File: src/rtl/core/dtq_pkg.sv
// ----------------------------------------------------------------------------
// dtq_pkg
// Types and constants shared by the deadline timer queue files.
// ----------------------------------------------------------------------------
`default_nettype none

package dtq_pkg;

    // Field widths fixed by the stream format.
    localparam int TIME_W     = 63;
    localparam int ID_W       = 16;
    localparam int CMD_W      = 2;
    localparam int KIND_W     = 2;
    localparam int STAT_W     = 2;
    localparam int S_TDATA_W  = 144;
    localparam int M_TDATA_W  = 152;

    // Command codes.
    localparam logic [CMD_W-1:0] CMD_SCHED  = 2'd0;
    localparam logic [CMD_W-1:0] CMD_CANCEL = 2'd1;
    localparam logic [CMD_W-1:0] CMD_TICK   = 2'd2;

    // Result kinds.
    localparam logic [KIND_W-1:0] KIND_SCHED   = 2'd0;
    localparam logic [KIND_W-1:0] KIND_CANCEL  = 2'd1;
    localparam logic [KIND_W-1:0] KIND_EXPIRED = 2'd2;
    localparam logic [KIND_W-1:0] KIND_IDLE    = 2'd3;

    // Status codes.
    localparam logic [STAT_W-1:0] STAT_OK        = 2'd0;
    localparam logic [STAT_W-1:0] STAT_PAST      = 2'd1;
    localparam logic [STAT_W-1:0] STAT_FULL      = 2'd2;
    localparam logic [STAT_W-1:0] STAT_NOT_FOUND = 2'd3;

    // Sequencer states.
    typedef enum logic [3:0] {
        ST_IDLE,
        ST_INS_RD,
        ST_INS_CMP,
        ST_CAN_RD,
        ST_CAN_CMP,
        ST_SH_RD,
        ST_SH_WR,
        ST_POP,
        ST_HEAD_RD,
        ST_HEAD_LAT,
        ST_EMIT
    } state_t;

endpackage

`default_nettype wire

File: src/rtl/core/dtq_ram.sv
// ----------------------------------------------------------------------------
// dtq_ram
// Generic single-write, single-read synchronous RAM with registered read.
// ----------------------------------------------------------------------------
`default_nettype none

module dtq_ram #(
    parameter int WIDTH = 8,
    parameter int DEPTH = 4
) (
    input  wire logic                     clk,
    input  wire logic                     we,
    input  wire logic [$clog2(DEPTH)-1:0] waddr,
    input  wire logic [WIDTH-1:0]         wdata,
    input  wire logic [$clog2(DEPTH)-1:0] raddr,
    output logic      [WIDTH-1:0]         rdata
);

    logic [WIDTH-1:0] mem [DEPTH];

    // Write port and registered read port.
    always_ff @(posedge clk)
    begin
        if (we)
        begin
            mem[waddr] <= wdata;
        end
        rdata <= mem[raddr];
    end

endmodule

`default_nettype wire

File: src/rtl/core/deadline_timer_queue_top.sv
// ----------------------------------------------------------------------------
// deadline_timer_queue_top
// Sorted timer queue of (deadline, entry id) pairs held in one RAM.
// ----------------------------------------------------------------------------
// The entries live in a circular buffer in one RAM, in ascending deadline
// order with equal deadlines in arrival order; a base pointer marks the
// earliest entry, and a copy of that entry is kept in registers. Every RAM
// access is a registered read followed by a compare or write, so cost grows
// with queue occupancy n. A rejected schedule or an idle tick goes straight
// to the output register; an accepted schedule moves later entries up from
// the tail and then reloads the head; a cancel searches from the head, then
// closes the gap and reloads the head; and a tick pops each expired entry,
// which only advances the base pointer and reloads the head. The single RAM
// port pair sets this cost. Output results wait in a register; the
// sequencer stalls there while the downstream side is not ready. No
// clearing pass is needed after reset.
`default_nettype none

module deadline_timer_queue_top #(
    parameter int QUEUE_DEPTH = 32,
    parameter int ID_BITS     = 16
) (
    input  wire logic                          clk,
    input  wire logic                          rst_n,
    input  wire logic                          s_tvalid,
    output logic                               s_tready,
    // tdata: deadline[62:0], entry_id[78:63], now_time[141:79], zero pad.
    input  wire logic [dtq_pkg::S_TDATA_W-1:0] s_tdata,
    // tuser: command[1:0].
    input  wire logic [dtq_pkg::CMD_W-1:0]     s_tuser,
    output logic                               m_tvalid,
    input  wire logic                          m_tready,
    // tdata: status[1:0], expired_id[17:2], expired_deadline[80:18],
    // rearm[81], next_deadline[144:82], queue_empty[145], zero pad.
    output logic [dtq_pkg::M_TDATA_W-1:0]      m_tdata,
    // tuser: event_kind[1:0].
    output logic [dtq_pkg::KIND_W-1:0]         m_tuser,
    output logic                               m_tlast
);

    import dtq_pkg::*;

    localparam int AW = $clog2(QUEUE_DEPTH);
    localparam int CW = $clog2(QUEUE_DEPTH + 1);
    localparam int SW = (ID_BITS < ID_W) ? ID_BITS : ID_W;
    localparam int DW = TIME_W + SW;
    localparam logic [CW:0]   DEPTH_X = (CW + 1)'(QUEUE_DEPTH);
    localparam logic [CW-1:0] FULL_C  = CW'(QUEUE_DEPTH);

    // Logical slot to physical RAM address, wrapping once.
    function automatic logic [AW-1:0] phys(input logic [AW-1:0] b,
                                           input logic [CW-1:0] i);
        logic [CW:0] sum;
        sum = (CW + 1)'(b) + (CW + 1)'(i);
        if (sum >= DEPTH_X)
        begin
            sum = sum - DEPTH_X;
        end
        return sum[AW-1:0];
    endfunction

    state_t state_reg, state_next;

    logic [CW-1:0]     count_reg, count_next;
    logic [AW-1:0]     base_reg, base_next;
    logic [CW-1:0]     idx_reg, idx_next;
    logic              m_tvalid_next;

    logic [TIME_W-1:0] dl_reg, dl_next;
    logic [SW-1:0]     id_reg, id_next;
    logic [TIME_W-1:0] now_reg, now_next;
    logic [TIME_W-1:0] head_dl_reg, head_dl_next;
    logic [SW-1:0]     head_id_reg, head_id_next;
    logic [KIND_W-1:0] res_kind_reg, res_kind_next;
    logic [STAT_W-1:0] res_stat_reg, res_stat_next;
    logic [SW-1:0]     res_id_reg, res_id_next;
    logic [TIME_W-1:0] res_dl_reg, res_dl_next;
    logic              res_rearm_reg, res_rearm_next;

    logic [M_TDATA_W-1:0] m_tdata_reg, m_tdata_next;
    logic [KIND_W-1:0]    m_tuser_reg, m_tuser_next;
    logic                 m_tlast_reg, m_tlast_next;

    logic              mem_we;
    logic [AW-1:0]     mem_waddr;
    logic [DW-1:0]     mem_wdata;
    logic [AW-1:0]     mem_raddr;
    logic [DW-1:0]     mem_rdata;
    logic [TIME_W-1:0] rd_dl;
    logic [SW-1:0]     rd_id;

    logic [TIME_W-1:0] in_dl;
    logic [SW-1:0]     in_id;
    logic [TIME_W-1:0] in_now;
    logic              s_fire;
    logic              out_free;
    logic              more_due;

    assign in_dl    = s_tdata[TIME_W-1:0];
    assign in_id    = s_tdata[TIME_W +: SW];
    assign in_now   = s_tdata[TIME_W+ID_W +: TIME_W];
    assign s_fire   = s_tvalid && s_tready;
    assign out_free = !m_tvalid || m_tready;
    assign rd_dl    = mem_rdata[TIME_W-1:0];
    assign rd_id    = mem_rdata[TIME_W +: SW];
    assign more_due = (count_reg != '0) && (head_dl_reg <= now_reg);

    // Entry storage.
    dtq_ram #(
        .WIDTH (DW),
        .DEPTH (QUEUE_DEPTH)
    ) u_ram (
        .clk   (clk),
        .we    (mem_we),
        .waddr (mem_waddr),
        .wdata (mem_wdata),
        .raddr (mem_raddr),
        .rdata (mem_rdata)
    );

    // Next state and register updates.
    always_comb
    begin
        state_next     = state_reg;
        count_next     = count_reg;
        base_next      = base_reg;
        idx_next       = idx_reg;
        dl_next        = dl_reg;
        id_next        = id_reg;
        now_next       = now_reg;
        head_dl_next   = head_dl_reg;
        head_id_next   = head_id_reg;
        res_kind_next  = res_kind_reg;
        res_stat_next  = res_stat_reg;
        res_id_next    = res_id_reg;
        res_dl_next    = res_dl_reg;
        res_rearm_next = res_rearm_reg;
        m_tvalid_next  = m_tvalid && !m_tready;
        m_tdata_next   = m_tdata_reg;
        m_tuser_next   = m_tuser_reg;
        m_tlast_next   = m_tlast_reg;

        unique case (state_reg)
            ST_IDLE:
            begin
                if (s_fire)
                begin
                    dl_next        = in_dl;
                    id_next        = in_id;
                    now_next       = in_now;
                    res_id_next    = in_id;
                    res_dl_next    = in_dl;
                    res_rearm_next = 1'b0;
                    res_stat_next  = STAT_OK;
                    idx_next       = '0;
                    case (s_tuser)
                        CMD_SCHED:
                        begin
                            res_kind_next = KIND_SCHED;
                            if (in_dl <= in_now)
                            begin
                                res_stat_next = STAT_PAST;
                                state_next    = ST_EMIT;
                            end
                            else if (count_reg == FULL_C)
                            begin
                                res_stat_next = STAT_FULL;
                                state_next    = ST_EMIT;
                            end
                            else
                            begin
                                res_rearm_next = (count_reg == '0) ||
                                                 (in_dl < head_dl_reg);
                                idx_next       = count_reg;
                                state_next     = ST_INS_RD;
                            end
                        end
                        CMD_CANCEL:
                        begin
                            res_kind_next = KIND_CANCEL;
                            state_next    = ST_CAN_RD;
                        end
                        CMD_TICK:
                        begin
                            if (count_reg == '0 || head_dl_reg > in_now)
                            begin
                                res_kind_next = KIND_IDLE;
                                res_id_next   = '0;
                                res_dl_next   = '0;
                                state_next    = ST_EMIT;
                            end
                            else
                            begin
                                state_next = ST_POP;
                            end
                        end
                        default:
                        begin
                            state_next = ST_IDLE;
                        end
                    endcase
                end
            end

            // Insertion from the tail: move later entries up by one slot.
            ST_INS_RD:
            begin
                if (idx_reg == '0)
                begin
                    count_next = count_reg + 1'b1;
                    state_next = ST_HEAD_RD;
                end
                else
                begin
                    state_next = ST_INS_CMP;
                end
            end
            ST_INS_CMP:
            begin
                if (rd_dl > dl_reg)
                begin
                    idx_next   = idx_reg - 1'b1;
                    state_next = ST_INS_RD;
                end
                else
                begin
                    count_next = count_reg + 1'b1;
                    state_next = ST_HEAD_RD;
                end
            end

            // Cancel search from the head.
            ST_CAN_RD:
            begin
                if (idx_reg == count_reg)
                begin
                    res_stat_next = STAT_NOT_FOUND;
                    state_next    = ST_EMIT;
                end
                else
                begin
                    state_next = ST_CAN_CMP;
                end
            end
            ST_CAN_CMP:
            begin
                if (rd_dl == dl_reg && rd_id == id_reg)
                begin
                    state_next = ST_SH_RD;
                end
                else
                begin
                    idx_next   = idx_reg + 1'b1;
                    state_next = ST_CAN_RD;
                end
            end

            // Close the gap left by a cancelled entry.
            ST_SH_RD:
            begin
                if ((CW + 1)'(idx_reg) + 1'b1 >= (CW + 1)'(count_reg))
                begin
                    count_next = count_reg - 1'b1;
                    state_next = ST_HEAD_RD;
                end
                else
                begin
                    state_next = ST_SH_WR;
                end
            end
            ST_SH_WR:
            begin
                idx_next   = idx_reg + 1'b1;
                state_next = ST_SH_RD;
            end

            // Pop the earliest entry by advancing the base.
            ST_POP:
            begin
                res_kind_next = KIND_EXPIRED;
                res_stat_next = STAT_OK;
                res_id_next   = head_id_reg;
                res_dl_next   = head_dl_reg;
                base_next     = phys(base_reg, CW'(1));
                count_next    = count_reg - 1'b1;
                state_next    = ST_HEAD_RD;
            end

            // Reload the head copy.
            ST_HEAD_RD:
            begin
                state_next = ST_HEAD_LAT;
            end
            ST_HEAD_LAT:
            begin
                head_dl_next = rd_dl;
                head_id_next = rd_id;
                state_next   = ST_EMIT;
            end

            // Hand the result to the output register.
            ST_EMIT:
            begin
                if (out_free)
                begin
                    m_tvalid_next = 1'b1;
                    m_tuser_next  = res_kind_reg;
                    m_tdata_next  = '0;
                    m_tdata_next[1:0]     = res_stat_reg;
                    m_tdata_next[17:2]    = ID_W'(res_id_reg);
                    m_tdata_next[80:18]   = res_dl_reg;
                    m_tdata_next[81]      = res_rearm_reg;
                    m_tdata_next[144:82]  = (count_reg != '0) ? head_dl_reg : '0;
                    m_tdata_next[145]     = (count_reg == '0);
                    if (res_kind_reg == KIND_EXPIRED && more_due)
                    begin
                        m_tlast_next = 1'b0;
                        state_next   = ST_POP;
                    end
                    else
                    begin
                        m_tlast_next = 1'b1;
                        state_next   = ST_IDLE;
                    end
                end
            end

            default:
            begin
                state_next = ST_IDLE;
            end
        endcase
    end

    // RAM control and input handshake.
    always_comb
    begin
        mem_we    = 1'b0;
        mem_waddr = phys(base_reg, idx_reg);
        mem_wdata = {id_reg, dl_reg};
        mem_raddr = phys(base_reg, '0);
        s_tready  = 1'b0;

        unique case (state_reg)
            ST_IDLE:
            begin
                s_tready = 1'b1;
            end
            ST_INS_RD:
            begin
                mem_raddr = phys(base_reg, idx_reg - 1'b1);
                mem_we    = (idx_reg == '0);
            end
            ST_INS_CMP:
            begin
                mem_we = 1'b1;
                if (rd_dl > dl_reg)
                begin
                    mem_wdata = mem_rdata;
                end
            end
            ST_CAN_RD:
            begin
                mem_raddr = phys(base_reg, idx_reg);
            end
            ST_SH_RD:
            begin
                mem_raddr = phys(base_reg, idx_reg + 1'b1);
            end
            ST_SH_WR:
            begin
                mem_we    = 1'b1;
                mem_wdata = mem_rdata;
            end
            ST_HEAD_RD:
            begin
                mem_raddr = phys(base_reg, '0);
            end
            default:
            begin
                mem_we = 1'b0;
            end
        endcase
    end

    // Control registers.
    always_ff @(posedge clk or negedge rst_n)
    begin
        if (!rst_n)
        begin
            state_reg <= ST_IDLE;
            count_reg <= '0;
            base_reg  <= '0;
            idx_reg   <= '0;
            m_tvalid  <= 1'b0;
        end
        else
        begin
            state_reg <= state_next;
            count_reg <= count_next;
            base_reg  <= base_next;
            idx_reg   <= idx_next;
            m_tvalid  <= m_tvalid_next;
        end
    end

    // Payload registers.
    always_ff @(posedge clk)
    begin
        dl_reg        <= dl_next;
        id_reg        <= id_next;
        now_reg       <= now_next;
        head_dl_reg   <= head_dl_next;
        head_id_reg   <= head_id_next;
        res_kind_reg  <= res_kind_next;
        res_stat_reg  <= res_stat_next;
        res_id_reg    <= res_id_next;
        res_dl_reg    <= res_dl_next;
        res_rearm_reg <= res_rearm_next;
        m_tdata_reg   <= m_tdata_next;
        m_tuser_reg   <= m_tuser_next;
        m_tlast_reg   <= m_tlast_next;
    end

    assign m_tdata = m_tdata_reg;
    assign m_tuser = m_tuser_reg;
    assign m_tlast = m_tlast_reg;

endmodule

`default_nettype wire

File: config.mk
export PLATFORM = sky130hd
export DESIGN_NAME = deadline_timer_queue_top
export DESIGN_NICKNAME = d
export VERILOG_FILES = /design/src/rtl/core/dtq_pkg.sv /design/src/rtl/core/dtq_ram.sv /design/src/rtl/core/deadline_timer_queue_top.sv
export SDC_FILE = /design/constraint.sdc
export NUM_CORES = 2
export LEC_CHECK = 0
export BUFFER_PORTS_ARGS = -buffer_cell sky130_fd_sc_hd__buf_2
export CAP_MARGIN = 20
export CORE_ASPECT_RATIO = 1.25
export CORE_UTILIZATION = 40
export DETAILED_ROUTE_END_ITERATION = 8
export GPL_TIMING_DRIVEN = 0
export MAX_ROUTING_LAYER = met4
export PLACE_DENSITY_LB_ADDON = 0.15
export SYNTH_ARGS = -nofsm -noshare
export SYNTH_HDL_FRONTEND = slang
export SYNTH_SLANG_ARGS = --single-unit
File: constraint.sdc
create_clock -name clk -period 9.3 [get_ports clk]
set_input_delay 1.86 -clock clk [delete_from_list [all_inputs] [get_ports clk]]
set_output_delay 1.86 -clock clk [all_outputs]
set_load 0.005 [all_outputs]
==> flow_summary.json <==
{
  "multi_input_area_sq_mm": 0.03263,
  "fillers": 28246,
  "ys_seq_area_frac": 0.7179,
  "antenna_found_initial": 45,
  "grt_pass1_wl_microns": 589800,
  "place_area_sq_mm": 0.1375,
  "hold_viol": 0,
  "max_freq_mhz": 137.4,
  "dpl_worst_slack_ns": 1.030,
  "grt_pass1_vias": 83173,
  "clk_path_buf_depth": 4,
  "power_leakage_uw": 0.05365,
  "coreArea_sq_mm": 0.3171,
  "synth_edf_count": 2982,
  "grt_max_degree": 98,
  "vias": 83783,
  "finalSetupTns_ns": 0,
  "critPathTopFamily": "buffers and inverters",
  "cts.sinks": 3083,
  "clk_latency_ns": 0.89,
  "antenna_left": 0,
  "slew_viol_final": 0,
  "cts_resized": 0,
  "drive_above_1_share": 0.1167,
  "period_share": 0.7828,
  "cpMaxStageDelayCell": "a31oi_1",
  "die_w_microns": 507.4,
  "synth_area_leaders": "edfxtp_1, nand2_1, ha_1",
  "gp_congestion": 0.8941,
  "rsz0062_at_grt": "false",
  "grt_overflow": 0,
  "initial_core_util": 0.4028,
  "numCtsBuffers": 316,
  "path_buf_inv": 5,
  "clock_skew_ns": 0.04620,
  "netlist_area_sq_mm": 0.1277,
  "setup_slack_ns": 2.020,
  "ys_types": 72,
  "end_kind": "flop",
  "regArea_sq_mm": 0.09168,
  "setup_viol": 0,
  "fin_total_pwr_uw": 51070,
  "viasPerCell": 5.582,
  "path_class": "in -> reg",
  "grt_usage": 0.2644,
  "maxSlewHeadroom": 0.1488,
  "wl_met2_microns": 211700,
  "status": "completed",
  "peakVddDrop_uv": 212.0,
  "hpwl_microns": 307800,
  "slowest_delay_ns": 0.96,
  "htree_levels": 5,
  "drc": 0,
  "cp_max_fo": 10,
  "synth_top_cell_by_area": "edfxtp_1",
  "dr.pass1.iters": 6,
  "die-area_sq_mm": 0.3215,
  "largest_reg_flops": 2528,
  "crit_chain": "buf_2 > inv_1 > ha_1 > nand4_1 > nor4_1 > nand4_1 > a31oi_1 > a2111oi_2 > buf_2 > a2bb2oi_1 > nor2b_1 > clkbuf_1 > clkbuf_2 > o21ai_0",
  "rows": 231,
  "powerDensity_mw_per_mm2": 345.0,
  "post_drt_wl_per_cell_microns": 28.03,
  "fin_cells": 15009,
  "synthFlopType": "edfxtp_1",
  "cts_hold_buffers": 0,
  "wl_microns": 420800,
  "clkSlewWorstSetupHoldPaths_ns": 0.06,
  "cp_data_required_time_ns": 9.74,
  "dpl.cell_count": 14403,
  "hp-class": "reg -> reg",
  "area_growth_pct": 15.92,
  "crit_arrival_ns": 7.72,
  "yosysWarningCount": 0,
  "wl_met3_microns": 28990,
  "cts_tree": "yes",
  "cap_violations": 0,
  "cts-root-buf": "clkbuf_16",
  "synth_top_area_frac": 0.7012,
  "async_reset_ff_frac": 0.007136,
  "fin_crit_ns": 7.280,
  "nets": 11025,
  "final_area_sq_mm": 0.1480,
  "tightestPinTransition_ns": 1.245,
  "cp-start-kind": "input pin",
  "ys_seq_elements": 3083,
  "io_pins": 307,
  "m1WireLength_microns": 158700,
  "drt-initial-drc-count": 8397,
  "io_buffer_count": 298,
  "cts_setup_buffers": 0,
  "synth_cells": 9761,
  "highest-signal-layer": "met4",
  "die-height_microns": 633.7,
  "synth.avg_cell_area_sq_um": 13.08
}
## logic make-up after synthesis
| family | synth area share |
|---|---|
| and+or+nand+nor | 0.1481 |
| DFF | 0.7179 |
| AOI/OAI and AO/OA | 0.06001 |
| buffers and inverters | 0.02917 |
| adders and majority gates | 0.03368 |
| muxes | 0.007799 |
| xor gates and xnor gates | 0.003360 |
| other | 0.00002936 |
## placed cells by master (no fill, tap or decap), drive strengths merged, types with 14 or more instances in the layout
| master | n |
|---|---|
| nor4 | 96 |
| inv | 295 |
| bufinv | 41 |
| clkbuf | 766 |
| xor2 | 27 |
| dfrtp | 22 |
| a211oi | 14 |
| o21ai | 77 |
| buf | 670 |
| a2111oi | 161 |
| a21o | 32 |
| ha | 339 |
| xnor2 | 22 |
| clkinv | 103 |
| nand3 | 365 |
| diode | 33 |
| edfxtp | 2982 |
| nand2 | 2722 |
| mux2 | 84 |
| o22ai | 67 |
| nor3 | 185 |
| a21oi | 133 |
| nor2 | 153 |
| a31oi | 162 |
| clkinvlp | 19 |
| a311oi | 319 |
| nand4 | 61 |
| dfxtp | 79 |
| and3 | 636 |
## cell type report
cell class,count,area share
flip-flops and latches,3083,0.6193
well taps,4194,0.03545
diodes,33,0.0005578
clock inverters,172,0.01327
plain buffers,599,0.01809
multi-input cells,5798,0.2204
clock buffers,395,0.05709
repair buffers,449,0.02853
inverters,286,0.007303
## worst paths after layout
| check | from | to | slack [ns] | cells after the start |
|---|---|---|---|---|
| setup / recovery | s_tdata[117] | res_id_reg[8] | 2.02 | 14 |
| hold / removal | res_dl_reg[45] | m_tdata[63] | 0.41 | 0 |
| setup reg to reg | idx_reg[0] | u_ram.rdata[44] | 2.46 | 15 |
| hold reg to reg | res_dl_reg[45] | m_tdata[63] | 0.41 | 0 |
| max in group asynchronous | rst_n | base_reg[1] | 7.89 | 1 |
| min in group asynchronous | rst_n | count_reg[3] | 0.99 | 1 |
## worst register-to-register path, stage by stage, from the launching register on
cell	delay (ns)
dfrtp_1	0.55
inv_1	0.18
ha_1	0.40
xor2_1	0.25
inv_1	0.09
fa_1	0.55
nor2_1	0.08
a221oi_2	0.41
buf_2	0.79
buf_2	0.83
buf_4	0.62
buf_2	0.39
nand2_1	0.10
a311oi_1	0.29
nor3_1	0.14
nor4_1	0.97
## stage by stage
| stage | hold WS, ns | utilization |
|---|---|---|
| floorplan | 0.4003 | - |
| global placement | 0.4032 | 0.4241 |
| detailed placement | 0.4045 | 0.4336 |
| CTS | 0.4107 | 0.4664 |
| global route | 0.4230 | 0.4667 |
| finish | 0.4122 | 0.4669 |
## layer usage
metal | track usage | up-vias
li1 | - | 37784
met1 | 0.3060 | 42064
met2 | 0.4510 | 3196
met3 | 0.03748 | 739
met4 | 0.1284 | 0
met5 | - | -
## power by group
| group | switching, uW | internal (uW) |
|---|---|---|
| Clock | 5400 | 7600 |
| Sequential | 674 | 17900 |
| Combinational | 14400 | 5110 |
| Total | 20500 | 30600 |
## cells in the mapped netlist, drive strengths merged (14+ instances only)
library cell	count
and3	636
xor2	27
xnor2	22
o21ai	77
buf	229
ha	339
nor3	185
dfrtp	22
a21o	32
a211oi	14
a311oi	319
nor4	96
a31oi	162
a2111oi	161
o22ai	67
mux2	84
nor2	153
nand2	2722
nand4	61
nand3	365
clkbuf	370
edfxtp	2982
dfxtp	79
inv	286
a21oi	133
No activity file was read; power rests on OpenSTA's default activity.
